`src/ltar_pkg.sv`:
```
// Package for the link trend anomaly and risk core.
// Holds widths, risk constants, controller states and lane control type.
// No dependencies.
package ltar_pkg;

    localparam int DATA_W        = 19;
    localparam int WINDOW_DEF    = 60;
    localparam int NUM_SLOTS_DEF = 16;
    localparam int SLOT_IN_W     = 4;
    localparam int LAT_W         = 18;
    localparam int SIG_W         = 13;
    localparam int LOSS_W        = 11;
    localparam int PROB_W        = 13;
    localparam int SIGMA_W       = 8;
    localparam int SIGMA2_W      = 2 * SIGMA_W;

    localparam logic [SIGMA_W-1:0] SIGMA_RESET = 8'd48;
    localparam logic               CFG_SIGMA   = 1'b0;

    // risk terms, all in units of 1/16 of the sample scale
    localparam int T_W = 20;
    localparam logic [LAT_W-1:0]  LAT_KNEE      = 18'd3200;
    localparam logic [LOSS_W-1:0] LOSS_KNEE     = 11'd160;
    localparam logic [T_W-1:0]    LOSS_GAIN     = 20'd12;
    localparam logic [T_W-1:0]    SIG_GAIN      = 20'd15;
    localparam int                SIG_KNEE      = 1600;
    localparam logic [T_W-1:0]    SLOPE_PENALTY = 20'd1152;
    localparam logic [T_W-1:0]    T_FULL        = 20'd19200;
    localparam logic [PROB_W-1:0] PROB_ONE      = 13'd4096;

    // floor(x / 75) as (x * RECIP_M) >> RECIP_SH, exact for x below 2^25
    localparam int                RECIP_SH = 29;
    localparam int                RECIP_W  = 23;
    localparam logic [RECIP_W-1:0] RECIP_M = 23'd7158279;

    // cycles from the last window read until every result register is settled
    localparam int DRAIN_CYCLES = 9;

    typedef enum logic [2:0] {
        ST_IDLE,
        ST_WRITE,
        ST_READ,
        ST_DRAIN,
        ST_DONE
    } state_t;

    typedef struct packed {
        logic wr_en;
        logic rd_en;
        logic clr;
    } lane_ctrl_t;

endpackage

```
`src/ltar_trend.sv`:
```
// Regression slope sign test on the signal window.
// Depends on ltar_pkg; fed by the read data of the signal lane.
module ltar_trend
    import ltar_pkg::*;
#(
    parameter int WINDOW  = WINDOW_DEF,
    localparam int CNT_W  = $clog2(WINDOW + 1)
)
(
    input  logic                     clk,
    input  logic                     clr,
    input  logic                     vld,
    input  logic signed [DATA_W-1:0] y,
    input  logic [CNT_W-1:0]         n,
    output logic                     falling
);

    localparam int W_W   = CNT_W + 2;
    localparam int NUM_W = DATA_W + W_W + CNT_W;
    localparam int DEN_W = 3 * CNT_W;

    logic [CNT_W-1:0]         k_reg;
    logic signed [NUM_W-1:0]  num_reg;
    logic [DEN_W-1:0]         den_reg;
    logic                     falling_reg;
    logic signed [W_W-1:0]    w;
    logic signed [NUM_W-1:0]  thr;

    // centered regression weight 2k - (n - 1)
    assign w   = $signed({1'b0, k_reg, 1'b0}) - $signed(W_W'(n - 1'b1));
    assign thr = -$signed({{(NUM_W-DEN_W-3){1'b0}}, den_reg, 3'b000});

    always_ff @(posedge clk)
    begin
        if (clr)
        begin
            k_reg   <= '0;
            num_reg <= '0;
            den_reg <= '0;
        end
        else if (vld)
        begin
            k_reg   <= k_reg + 1'b1;
            num_reg <= num_reg + NUM_W'(w) * NUM_W'(y);
            den_reg <= den_reg + DEN_W'(unsigned'((2*W_W)'(w) * (2*W_W)'(w)));
        end
        falling_reg <= (n >= CNT_W'(2)) && (num_reg < thr);
    end

    assign falling = falling_reg;

endmodule

```
`config.mk`:
```
export PLATFORM = sky130hd
export DESIGN_NAME = ltar_trend
export DESIGN_NICKNAME = d
export VERILOG_FILES = /design/src/ltar_pkg.sv /design/src/ltar_trend.sv
export SDC_FILE = /design/constraint.sdc
export NUM_CORES = 1
export LEC_CHECK = 0
export BUFFER_PORTS_ARGS = -buffer_cell sky130_fd_sc_hd__buf_2
export CAP_MARGIN = 10
export CORE_MARGIN = 8
export CORE_UTILIZATION = 40
export CTS_CLUSTER_DIAMETER = 60
export DETAILED_ROUTE_END_ITERATION = 10
export GPL_TIMING_DRIVEN = 0
export SYNTH_ARGS = -nofsm -noshare
export SYNTH_HDL_FRONTEND = slang
export SYNTH_SLANG_ARGS = --single-unit
```
`constraint.sdc`:
```
create_clock -name clk -period 22.1 [get_ports clk]
set_input_delay 2.21 -clock clk [delete_from_list [all_inputs] [get_ports clk]]
set_output_delay 2.21 -clock clk [all_outputs]
set_load 0.005 [all_outputs]
```
# Word-level counts from Yosys, hierarchy flattened
# Cells that the tools add are included.
[word_totals]
regBits = 58
inputBits = 28
output_inout_bits = 1
wordCells = 15
[op_classes]
n_addsub = 6
multipliers = 2
order_cmp = 2
reduce_logical = 1
[op_table]
columns = ["cell", "count"]
rows = [
  ["$add 33x27->33", 1],
  ["$lt 33x33->1", 1],
  ["$neg 21->33", 1],
  ["$mul 8x19->27", 1],
  ["$add 18x16->18", 1],
  ["$mul 8x8->16", 1],
  ["$sub 8x7->8", 1],
  ["$sub 6x1->7 const B", 1],
  ["$add 6x1->6 const B", 1],
  ["$ge 6x2->1 const B", 1],
  ["$logic_and 1x1->1", 1],
]

# Logic depth before layout (Yosys ltp)
[logic_depth]
depth_word = 4
depth_mapped = 39
ltp_nobuf = 37

# Worst setup path after synthesis
# OpenSTA, ideal clock, no wires.
[synth_timing]
path_type = "input-to-reg"
startpoint = "input n[0]"
endpoint = "register den_reg[17]"
setup_time_ns = 0.128
arrival_ns = 9.675
required_ns = 21.972
path_slack_ns = 12.297
path_stages = 34
n_path_buf = 3
path_cell_list = "buf_6 inv_1 clkbuf_1 ha_1 ha_1 a21o_1 a21oi_2 nor2b_1 o21a_2 o41ai_4 xnor2_2 clkbuf_1 nand2_1 fa_1 inv_1 fa_1 fa_1 inv_1 fa_1 inv_1 ha_1 or2_2 o311a_1 o21a_1 o21ai_1 nor2b_1 xnor2_1 ha_1 or3_1 o21ai_0 a211oi_1 o211ai_1 xor2_1 nor2_1"
[synth_via]
elab_chain_len = 4
[synth_lines]
columns = ["item", "line_no", "text"]
rows = [
  ["start: declaration", "ltar_trend.sv:14", "input logic [CNT_W-1:0] n,"],
  ["$sub 6x1->7", "ltar_trend.sv:30", "assign w = $signed({1'b0, k_reg, 1'b0}) - $signed(W_W'(n - 1'b1));"],
  ["$sub 8x7->8", "ltar_trend.sv:30", ""],
  ["$mul 8x8->16", "ltar_trend.sv:45", "den_reg <= den_reg + DEN_W'(unsigned'((2*W_W)'(w) * (2*W_W)'(w)));"],
  ["$add 18x16->18", "ltar_trend.sv:45", ""],
  ["end signal: assignment", "ltar_trend.sv:45", ""],
  ["end: declaration", "ltar_trend.sv:24", "logic [DEN_W-1:0] den_reg;"],
]
# No other way between the ends.
# A chain may end at the register's enable or synchronous reset.

# Worst setup path in the final report
# Ends and elaborated chain as after synthesis.

==> results.toml <==
[final_layout]
largest_reg_flops = 33
post-route-cell-area_um2 = 14000
drive_above_1_share_pct = 5.05
finalNetCount = 1900
num_antenna_cells = 0
area_growth_pct = 7.59
fin_cells = 1946

[placed_design]
place_congestion = 0.888
place_area_um2 = 13700
place_ws_ns = 10.62
placedCellCount = 1930
hpwl_um = 27000
io_buffers = 26

[timing]
fin_tns_setup_ns = 0
setup_viol = 0
fmax_ghz = 0.0891
rsz0062_at_grt = "no"
fin_ws_ns = 10.88
finalClockSkew_ns = 0.0127
period_share_pct = 50.8
maxSlewViolCount = 0
worst_pin_slew_ns = 0.922
maxSlewHeadroom_pct = 38.6
hold_viol_final = 0
min_period_ns = 11.22

[critical_path]
worstPathRequired_ns = 22.31
cp_max_fo = 14
r2r_cells = 30
r2r-end = "den_reg[17]"
reg2reg_setup_slack_ns = 13.81
worstSetupEndpointType = "flop"
worstReg2RegStart = "k_reg[0]"
endpoint = "den_reg[17]"
crit_start = "n[0]"
start_kind = "primary input"
cpPeakStageDelay_ns = 0.71
worstPathArrival_ns = 11.43
cpMaxStageDelayCell = "clkbuf_1"
critical_path_class = "primary input to flop"

[clock_network]
h-tree-depth = 3
cts.hold.buffers_added = 0
clk_path_buf_depth = 2
cts_tree = "done"
cts.sinks = 58
numCtsBuffers = 9
cts_setup_buffers = 0
path_clk_slew_ns = 0.06
clkLatencyLatePin_ns = 0.34
cts_resized = 0
cts_root_buffer = "clkbuf_16"

[grt]
first_global_vias = 9920
antenna_found_initial = 0
grt.overflow.total = 0
grt_max_degree = 15
grt_usage_pct = 17.0
grt_pass1_wl_um = 52600

[worst_hold_path]
hold_path.class = "flop to flop"

[die]
num_io_pins = 29
start_util_pct = 40.4
rows = 66
die_w_um = 196
die_h_um = 196
die_area_um2 = 38600
placeableCoreArea_um2 = 32300

[yosys]
async_reset_ff_share_pct = 0
synth.avg_cell_area_um2 = 8.91
synth_warnings = 0
synth_common_cells = "279 x inv_1, 216 x fa_1, 157 x ha_1, 126 x nand2_1, 103 x nor2_1"
ys.flop_type = "dfxtp_1"
synthSimpleGateAreaFrac_pct = 15.5
syn-cell-area_um2 = 13000
synth_most_common_cell = "inv_1"
synth_top_family_by_area = "adder cells"
synth_cell_types = 68
synth_xor_area_share_pct = 6.65
synth_compound_area_share_pct = 9.37
seq_area_frac_synth_pct = 8.91
netlist_instances = 1462
yosys_register_bits = 58
syn-num-nets = 1863
synth_area_leader_cell = "fa_1"
synth_fa_ha_area_share_pct = 48.3
synthTopCellsByArea = "fa_1 33%, ha_1 15%, dfxtp_1 8.9%, inv_1 8.0%, xnor2_1 4.0%"
synth_edf_count = 0
yosys.area.top_type_share_pct = 33.2
synthMuxAreaShare_pct = 1.97

[routing]
vias = 9640
wl_per_cell_um = 16.1
wirelength_um = 31300
vias_per_cell = 4.95
drtIter0Drc = 519
dr.pass1.iters = 5
postRouteAntennaNets = 0
drcViolationCount = 0

[job]
drv_cap = 0

[run_status]
status = "completed"
## worst min-delay path by stage
stage	from	end	slack, ns	depth (start not counted)
2_1_floorplan	num_reg[24]	num_reg[24]	0.44	2
3_3_place_gp	num_reg[2]	num_reg[2]	0.48	2
3_5_place_dp	num_reg[24]	num_reg[24]	0.49	2
4_1_cts	num_reg[24]	num_reg[24]	0.50	2
5_1_grt	num_reg[21]	num_reg[21]	0.53	2
6_report	num_reg[24]	num_reg[24]	0.50	2
## worst max-delay path, delay by kind of cell
family          cells  cell delay (ns)
compound gates     10             1.77
xor+xnor            3             0.77
fa+ha+maj           8             3.48
buf+inv             8             2.04
simple gates        6             1.14
## per-stage QoR
stage                     util, %  hold slack [ns]
final                        43.4            0.497
after global routing         43.4            0.527
after CTS                    43.4            0.502
after detailed placement     42.5            0.492
after global placement       42.5            0.479
after floorplan                 -            0.443
## final cells by class
type / instances / area, um^2
Tap cell: 442 / 553
Multi-Input combinational cell: 1083 / 10700
Fill cell: 3257 / 18300
Timing Repair Buffer: 26 / 130
Clock buffer: 10 / 239
Inverter: 281 / 1060
Clock inverter: 6 / 66.3
Buffer: 40 / 158
Sequential cell: 58 / 1160
## per-layer routing
metal | vias up | wire, um | global-route usage [%]
met5 | - | 0 | 0
met4 | 0 | 511 | 3.51
met3 | 29 | 1030 | 1.88
met2 | 147 | 14600 | 28.0
met1 | 4750 | 15200 | 24.0
li1 | 4714 | - | -
## kinds of logic after synthesis
family,after synthesis
AND/OR/NAND/NOR,414
adder cells (fa/ha/maj),373
buffers and inverters,321
AO/OA/AOI/OAI,176
XOR/XNOR,95
flip-flops,58
multiplexers,25
## placed cells by master, fill, tap and decap left out, types with 23 or more instances in the layout
| cell | count |
|---|---|
| inv_1 | 279 |
| fa_1 | 216 |
| ha_1 | 157 |
| nand2_1 | 126 |
| nor2_1 | 103 |
| and2_1 | 72 |
| xnor2_1 | 59 |
| dfxtp_1 | 58 |
| a21oi_1 | 50 |
| clkbuf_1 | 36 |
| xor2_1 | 33 |
| a21o_1 | 26 |
| nor3_1 | 26 |
| buf_2 | 26 |
| mux2i_1 | 23 |
Power is not shown: default switching activity piles up to over one toggle a cycle in this logic, so the estimate is an artifact.
