File: src/ltar_pkg.sv
// Package for the link trend anomaly and risk core.
// Holds widths, risk constants, controller states and lane control type.
// No dependencies.
package ltar_pkg;

    localparam int DATA_W        = 19;
    localparam int WINDOW_DEF    = 60;
    localparam int NUM_SLOTS_DEF = 16;
    localparam int SLOT_IN_W     = 4;
    localparam int LAT_W         = 18;
    localparam int SIG_W         = 13;
    localparam int LOSS_W        = 11;
    localparam int PROB_W        = 13;
    localparam int SIGMA_W       = 8;
    localparam int SIGMA2_W      = 2 * SIGMA_W;

    localparam logic [SIGMA_W-1:0] SIGMA_RESET = 8'd48;
    localparam logic               CFG_SIGMA   = 1'b0;

    // risk terms, all in units of 1/16 of the sample scale
    localparam int T_W = 20;
    localparam logic [LAT_W-1:0]  LAT_KNEE      = 18'd3200;
    localparam logic [LOSS_W-1:0] LOSS_KNEE     = 11'd160;
    localparam logic [T_W-1:0]    LOSS_GAIN     = 20'd12;
    localparam logic [T_W-1:0]    SIG_GAIN      = 20'd15;
    localparam int                SIG_KNEE      = 1600;
    localparam logic [T_W-1:0]    SLOPE_PENALTY = 20'd1152;
    localparam logic [T_W-1:0]    T_FULL        = 20'd19200;
    localparam logic [PROB_W-1:0] PROB_ONE      = 13'd4096;

    // floor(x / 75) as (x * RECIP_M) >> RECIP_SH, exact for x below 2^25
    localparam int                RECIP_SH = 29;
    localparam int                RECIP_W  = 23;
    localparam logic [RECIP_W-1:0] RECIP_M = 23'd7158279;

    // cycles from the last window read until every result register is settled
    localparam int DRAIN_CYCLES = 9;

    typedef enum logic [2:0] {
        ST_IDLE,
        ST_WRITE,
        ST_READ,
        ST_DRAIN,
        ST_DONE
    } state_t;

    typedef struct packed {
        logic wr_en;
        logic rd_en;
        logic clr;
    } lane_ctrl_t;

endpackage

File: src/ltar_merge.sv
// Merge stage: ORs the lane flags and forms the failure probability.
// Depends on ltar_pkg.
module ltar_merge
    import ltar_pkg::*;
(
    input  logic                     clk,
    input  logic [LAT_W-1:0]         lat,
    input  logic signed [SIG_W-1:0]  sig,
    input  logic [LOSS_W-1:0]        loss,
    input  logic                     falling,
    input  logic [2:0]               lane_flags,
    output logic                     anomaly,
    output logic [PROB_W-1:0]        prob
);

    localparam int P_W = T_W + RECIP_W;

    logic [T_W-1:0]    a;
    logic [T_W-1:0]    b;
    logic [T_W-1:0]    c;
    logic signed [SIG_W:0] neg_g;
    logic [T_W-1:0]    t_reg;
    logic [P_W-1:0]    prod_reg;
    logic              full_reg;
    logic [PROB_W-1:0] prob_reg;

    assign neg_g = -$signed({sig[SIG_W-1], sig});
    assign a = (lat > LAT_KNEE) ? T_W'(lat - LAT_KNEE) : '0;
    assign b = (loss > LOSS_KNEE) ? LOSS_GAIN * T_W'(loss - LOSS_KNEE) : '0;
    assign c = (neg_g > (SIG_W+1)'(SIG_KNEE)) ?
               SIG_GAIN * T_W'(neg_g - (SIG_W+1)'(SIG_KNEE)) : '0;

    always_ff @(posedge clk)
    begin
        t_reg    <= a + b + c + (falling ? SLOPE_PENALTY : '0);
        full_reg <= (t_reg >= T_FULL);
        prod_reg <= P_W'({t_reg, 4'b0}) * P_W'(RECIP_M);
        prob_reg <= full_reg ? PROB_ONE : PROB_W'(prod_reg >> RECIP_SH);
    end

    assign anomaly = |lane_flags;
    assign prob    = prob_reg;

endmodule

File: config.mk
export PLATFORM = sky130hd
export DESIGN_NAME = ltar_merge
export DESIGN_NICKNAME = d
export VERILOG_FILES = /design/src/ltar_pkg.sv /design/src/ltar_merge.sv
export SDC_FILE = /design/constraint.sdc
export NUM_CORES = 1
export LEC_CHECK = 0
export ABC_AREA = 1
export BUFFER_PORTS_ARGS = -buffer_cell sky130_fd_sc_hd__buf_2
export CELL_PAD_IN_SITES_DETAIL_PLACEMENT = 0
export CELL_PAD_IN_SITES_GLOBAL_PLACEMENT = 1
export CORE_MARGIN = 5
export CORE_UTILIZATION = 50
export CTS_BUF_LIST = sky130_fd_sc_hd__clkbuf_4 sky130_fd_sc_hd__clkbuf_8
export DETAILED_ROUTE_END_ITERATION = 12
export GPL_ROUTABILITY_DRIVEN = 1
export PLACE_DENSITY = 0.89
export SLEW_MARGIN = 20
export SYNTH_ARGS = -nofsm -noshare
export SYNTH_HDL_FRONTEND = slang
export SYNTH_SLANG_ARGS = --single-unit
File: constraint.sdc
create_clock -name clk -period 10.8 [get_ports clk]
set_clock_uncertainty 0.1 [all_clocks]
set_input_delay 2.16 -clock clk [delete_from_list [all_inputs] [get_ports clk]]
set_output_delay 2.16 -clock clk [all_outputs]
set_load 0.02 [all_outputs]
Word-level counts from Yosys, hierarchy flattened
Index checks and enable logic that the tools add are counted.
{"block": "totals", "regBits": 72, "inputBits": 47, "out_inout_bits": 14}
{"block": "op_classes", "n_addsub": 7, "n_mul": 3, "order_cmp": 4, "mux": 4, "n_reduce_logical": 1}
{"operator": "$mux W20", "n": 3}
{"operator": "$add A20 B20 Y20", "n": 2}
{"operator": "$mul A20 B23 Y38 const B", "n": 1}
{"operator": "$add A20 B11 Y20", "n": 1}
{"operator": "$ge A20 B15 Y1 const B", "n": 1}
{"operator": "$mul A2 B20 Y18 const A", "n": 1}
{"operator": "$mul A5 B15 Y20 const A", "n": 1}
{"operator": "$sub A18 B12 Y19 const B", "n": 1}
{"operator": "$gt A18 B12 Y1 const B", "n": 1}
{"operator": "$sub A14 B12 Y15 const B", "n": 1}
{"operator": "$gt A14 B12 Y1 const B", "n": 1}
{"operator": "$neg A13 Y14", "n": 1}
{"operator": "$sub A11 B8 Y12 const B", "n": 1}
{"operator": "$gt A11 B8 Y1 const B", "n": 1}
{"operator": "$mux W11", "n": 1}
{"operator": "$reduce_or A3 Y1", "n": 1}

Longest topological paths before layout
{"block": "depth", "depth_word": 6, "ltp_mapped": 39, "depth_no_buf": 38}

Worst setup path after synthesis
Ideal clock, no wire load.
{"block": "synth_path", "path_kind": "input-to-reg", "startpoint": "input port sig[0]", "endpoint": "register t_reg[19]", "setup_time_ps": 113, "arrival_ps": 8252, "required_ps": 10587, "setup_slack_ps": 2335, "path_stages": 36, "path_buffers": 0, "cell_sequence": "inv_1 > ha_1 > nand3_1 > nand2_1 > nand2_1 > ha_1 > xnor2_1 > ha_1 > ha_1 > xnor2_1 > fa_1 > inv_1 > ha_1 > nand2_1 > nor3_1 > nand3_1 > nand3_1 > a21oi_1 > o21bai_1 > nand2_1 > a21oi_1 > o21ai_0 > nand2_1 > nor2_1 > fa_1 > ha_1 > ha_1 > nand2_1 > nor3_1 > and3_1 > nand4_1 > nand3_1 > xor2_1 > inv_1 > nand2_1 > nand2_1"}
{"block": "synth_via", "elab_chain_len": 6, "elab_cells_between_ends": 7}
{"item": "from (decl)", "line": "ltar_merge.sv:8", "source": "input logic signed [SIG_W-1:0] sig,"}
{"item": "$neg A13 Y14 *", "line": "ltar_merge.sv:27", "source": "assign neg_g = -$signed({sig[SIG_W-1], sig});"}
{"item": "$sub A14 B12 Y15", "line": "ltar_merge.sv:31", "source": "SIG_GAIN * T_W'(neg_g - (SIG_W+1)'(SIG_KNEE)) : '0;"}
{"item": "$mul A5 B15 Y20", "line": "ltar_merge.sv:31"}
{"item": "$mux W20 *", "line": "ltar_merge.sv:30", "source": "assign c = (neg_g > (SIG_W+1)'(SIG_KNEE)) ?"}
{"item": "$add A20 B20 Y20 *", "line": "ltar_merge.sv:35", "source": "t_reg <= a + b + c + (falling ? SLOPE_PENALTY : '0);"}
{"item": "$add A20 B11 Y20 *", "line": "ltar_merge.sv:35"}
{"item": "to (signal assigned)", "line": "ltar_merge.sv:35"}
{"item": "to (decl)", "line": "ltar_merge.sv:22", "source": "logic [T_W-1:0] t_reg;"}
Every way passes the cells marked *; elsewhere a longest branch is shown, timed or not.
A chain may end at the register's enable or synchronous reset.

Worst setup path after layout
Same ends and word-level chain as after synthesis.

==> impl_metrics.toml <==
[status]
status = "completed"

[logic_synthesis]
synth-edff-count = 0
ys_warn_count = 0
synthTopCellsByCount = "inv_1 (423), ha_1 (292), fa_1 (187)"
yosys-top-cells-area = "fa_1 (28%), ha_1 (27%), inv_1 (12%)"
synthCells = 1618
synth_top_cell_area_share_pct = 27.7
synth-seq-cells = 47
async_reset_ff_share_pct = 0
synth_nets = 2144
synth.distinct_cells = 57
synthMostInstantiatedCell = "inv_1"
synth_top_area_cell = "fa_1"
synth_area_per_cell_um2 = 8.35
ys_seq_area_share_pct = 6.96
syn_area_um2 = 13500
synth_ff_type = "dfxtp_1"

[placed_design]
place.port_buffers = 60
dp_hpwl_um = 28400
gp_congestion = 0.949

[clocking]
cts_root_buffer = "clkbuf_8"
cts_max_level = 2
clk-insertion-delay-late_ps = 310
cts_tree = "done"
path_clk_slew_ps = 90
cts.sink_count = 47
ctsLongestPathBuffers = 2
cts_buffers = 5
cts_setup_buffers = 0
ctsResizeCount = 0
ctsHoldBuffers = 0

[cells_and_area]
diodes = 0
synthToLayoutAreaGrowth_pct = 5.76
fin_nets = 2206
layout-drive-gt1-share_pct = 6.78
largest_register_ffs = 20

[drt]
routed.top_layer = "met4"
ant_nets = 0
vias_per_cell = 5.15
via_count = 10400
dr.pass1.iters = 4
drc = 0
drt-initial-drc-count = 483
met2WireLength_um = 15300
totalWireLength_um = 30800
wl_per_cell_um = 15.3
wl_met3_um = 1270
wl_met1_um = 12900

[grt]
grt_overflow = 0
grt_start_max_net_pins = 17
grt_pass1_wl_um = 51700
grt_pass1_vias = 11000
track_usage_pct = 20.8
antenna_found_initial = 0

[worst_setup_path]
cp.arrival_ps = 9060
worst-path-stages = 36
crit_path_end_kind = "register"
setup.worst_path.class = "in -> reg"
required_ps = 10910
cp_slowest_stage_delay_ps = 520
cp_max_fo = 7
timing.rr.start = "t_reg[13]"
critPathTopFamily = "adder cells"
crit_path_start = "sig[0]"
startpoint_type = "input pin"
reg2reg_depth = 20
path_buf_inv = 4
critPathSlowestCell = "fa_1"

[floorplan]
row_count = 60
core_um2 = 26800
die_x_um = 174
ioPinCount = 61
initial_utilization_pct = 50.4
die_area_um2 = 30400
die_y_um = 174

[sta]
worstMarginPinSlew_ps = 795
hold_viol_final = 0
maxSlewViolCount = 0
slew_headroom_pct = 46.9
fin_tns_setup_ps = 0
fmax_mhz = 112
post-route-period-util_pct = 82.9
setup_viol = 0
fin_crit_ps = 8950
rsz0062_at_grt = "no"

[hold_path]
min-delay-start = "prod_reg[29]"
min_path_type = "reg -> reg"
whs_path_depth = 2

[job]
cap_violations = 0
kinds of logic (layout without fill, tap and decap cells):
family	Yosys count	after routing	synth area share (%)
AO/OA/AOI/OAI	202	202	8.62
AND/OR/NAND/NOR	387	387	12.7
buffers and inverters	434	497	12.3
flip-flops	47	47	6.96
XOR/XNOR	69	69	4.67
adder cells (fa/ha/maj)	479	479	54.7
through the flow:
step	worst slack [ps]	hold slack [ps]	instance area (µm²)	util, %	instances
after floorplan	2340	288	13500	-	1618
after global placement	1710	289	14200	53.0	2014
after detailed placement	1540	292	14200	53.0	2014
after CTS	1850	304	14300	53.3	2022
after global routing	963	312	14300	53.3	2022
final	1850	303	14300	53.3	2022
path summary, 6_finish.rpt:
check | end | slack [ps]
setup / recovery | t_reg[19] | 1850
setup reg to reg | prod_reg[40] | 4520
hold / removal | prob[0] | 300
hold reg to reg | prob[0] | 300
metal layers:
metal / GRT usage (%) / vias up
met5: 0 / -
li1: - / 5179
met2: 37.9 / 229
met4: 8.22 / 0
met3: 2.94 / 71
met1: 24.8 / 4943
worst register-to-register path, stage by stage (launching register included):
cell	delay, ps
dfxtp_1	550
inv_1	170
ha_1	440
inv_1	90
fa_1	500
inv_1	50
fa_1	470
inv_1	50
fa_1	530
inv_1	60
fa_1	490
ha_1	310
ha_1	300
ha_1	370
inv_1	90
nor3_1	390
nand2_1	140
nor4_1	450
nand3_1	240
o2111ai_1	270
xor2_1	110
final cells by class:
cell class,instances,area (µm²)
flip-flops and latches,47,941
well taps,341,427
clock inverters,3,25.0
fillers,2556,12500
inverters,429,1620
clock buffers,5,68.8
multi-input cells,1137,10900
repair buffers,60,300
cell usage in the layout, fill, tap and decap left out, types with 5 or more instances in the layout:
| cell type | count |
|---|---|
| buf_2 | 60 |
| a31oi_1 | 6 |
| inv_1 | 423 |
| o31ai_1 | 5 |
| nor3_1 | 16 |
| a21oi_1 | 90 |
| clkbuf_8 | 5 |
| fa_1 | 187 |
| or2_2 | 8 |
| ha_1 | 292 |
| a21o_1 | 12 |
| xnor2_1 | 23 |
| xor2_1 | 44 |
| nand2_1 | 172 |
| o21ai_1 | 7 |
| o21ai_0 | 52 |
| nand3_1 | 34 |
| dfxtp_1 | 47 |
| nand2_2 | 9 |
| nand4_1 | 14 |
| nor2_1 | 108 |
Power is left out: the tool's default activity adds up to more than one toggle a clock period on the data nets, which glitch-free logic cannot reach.
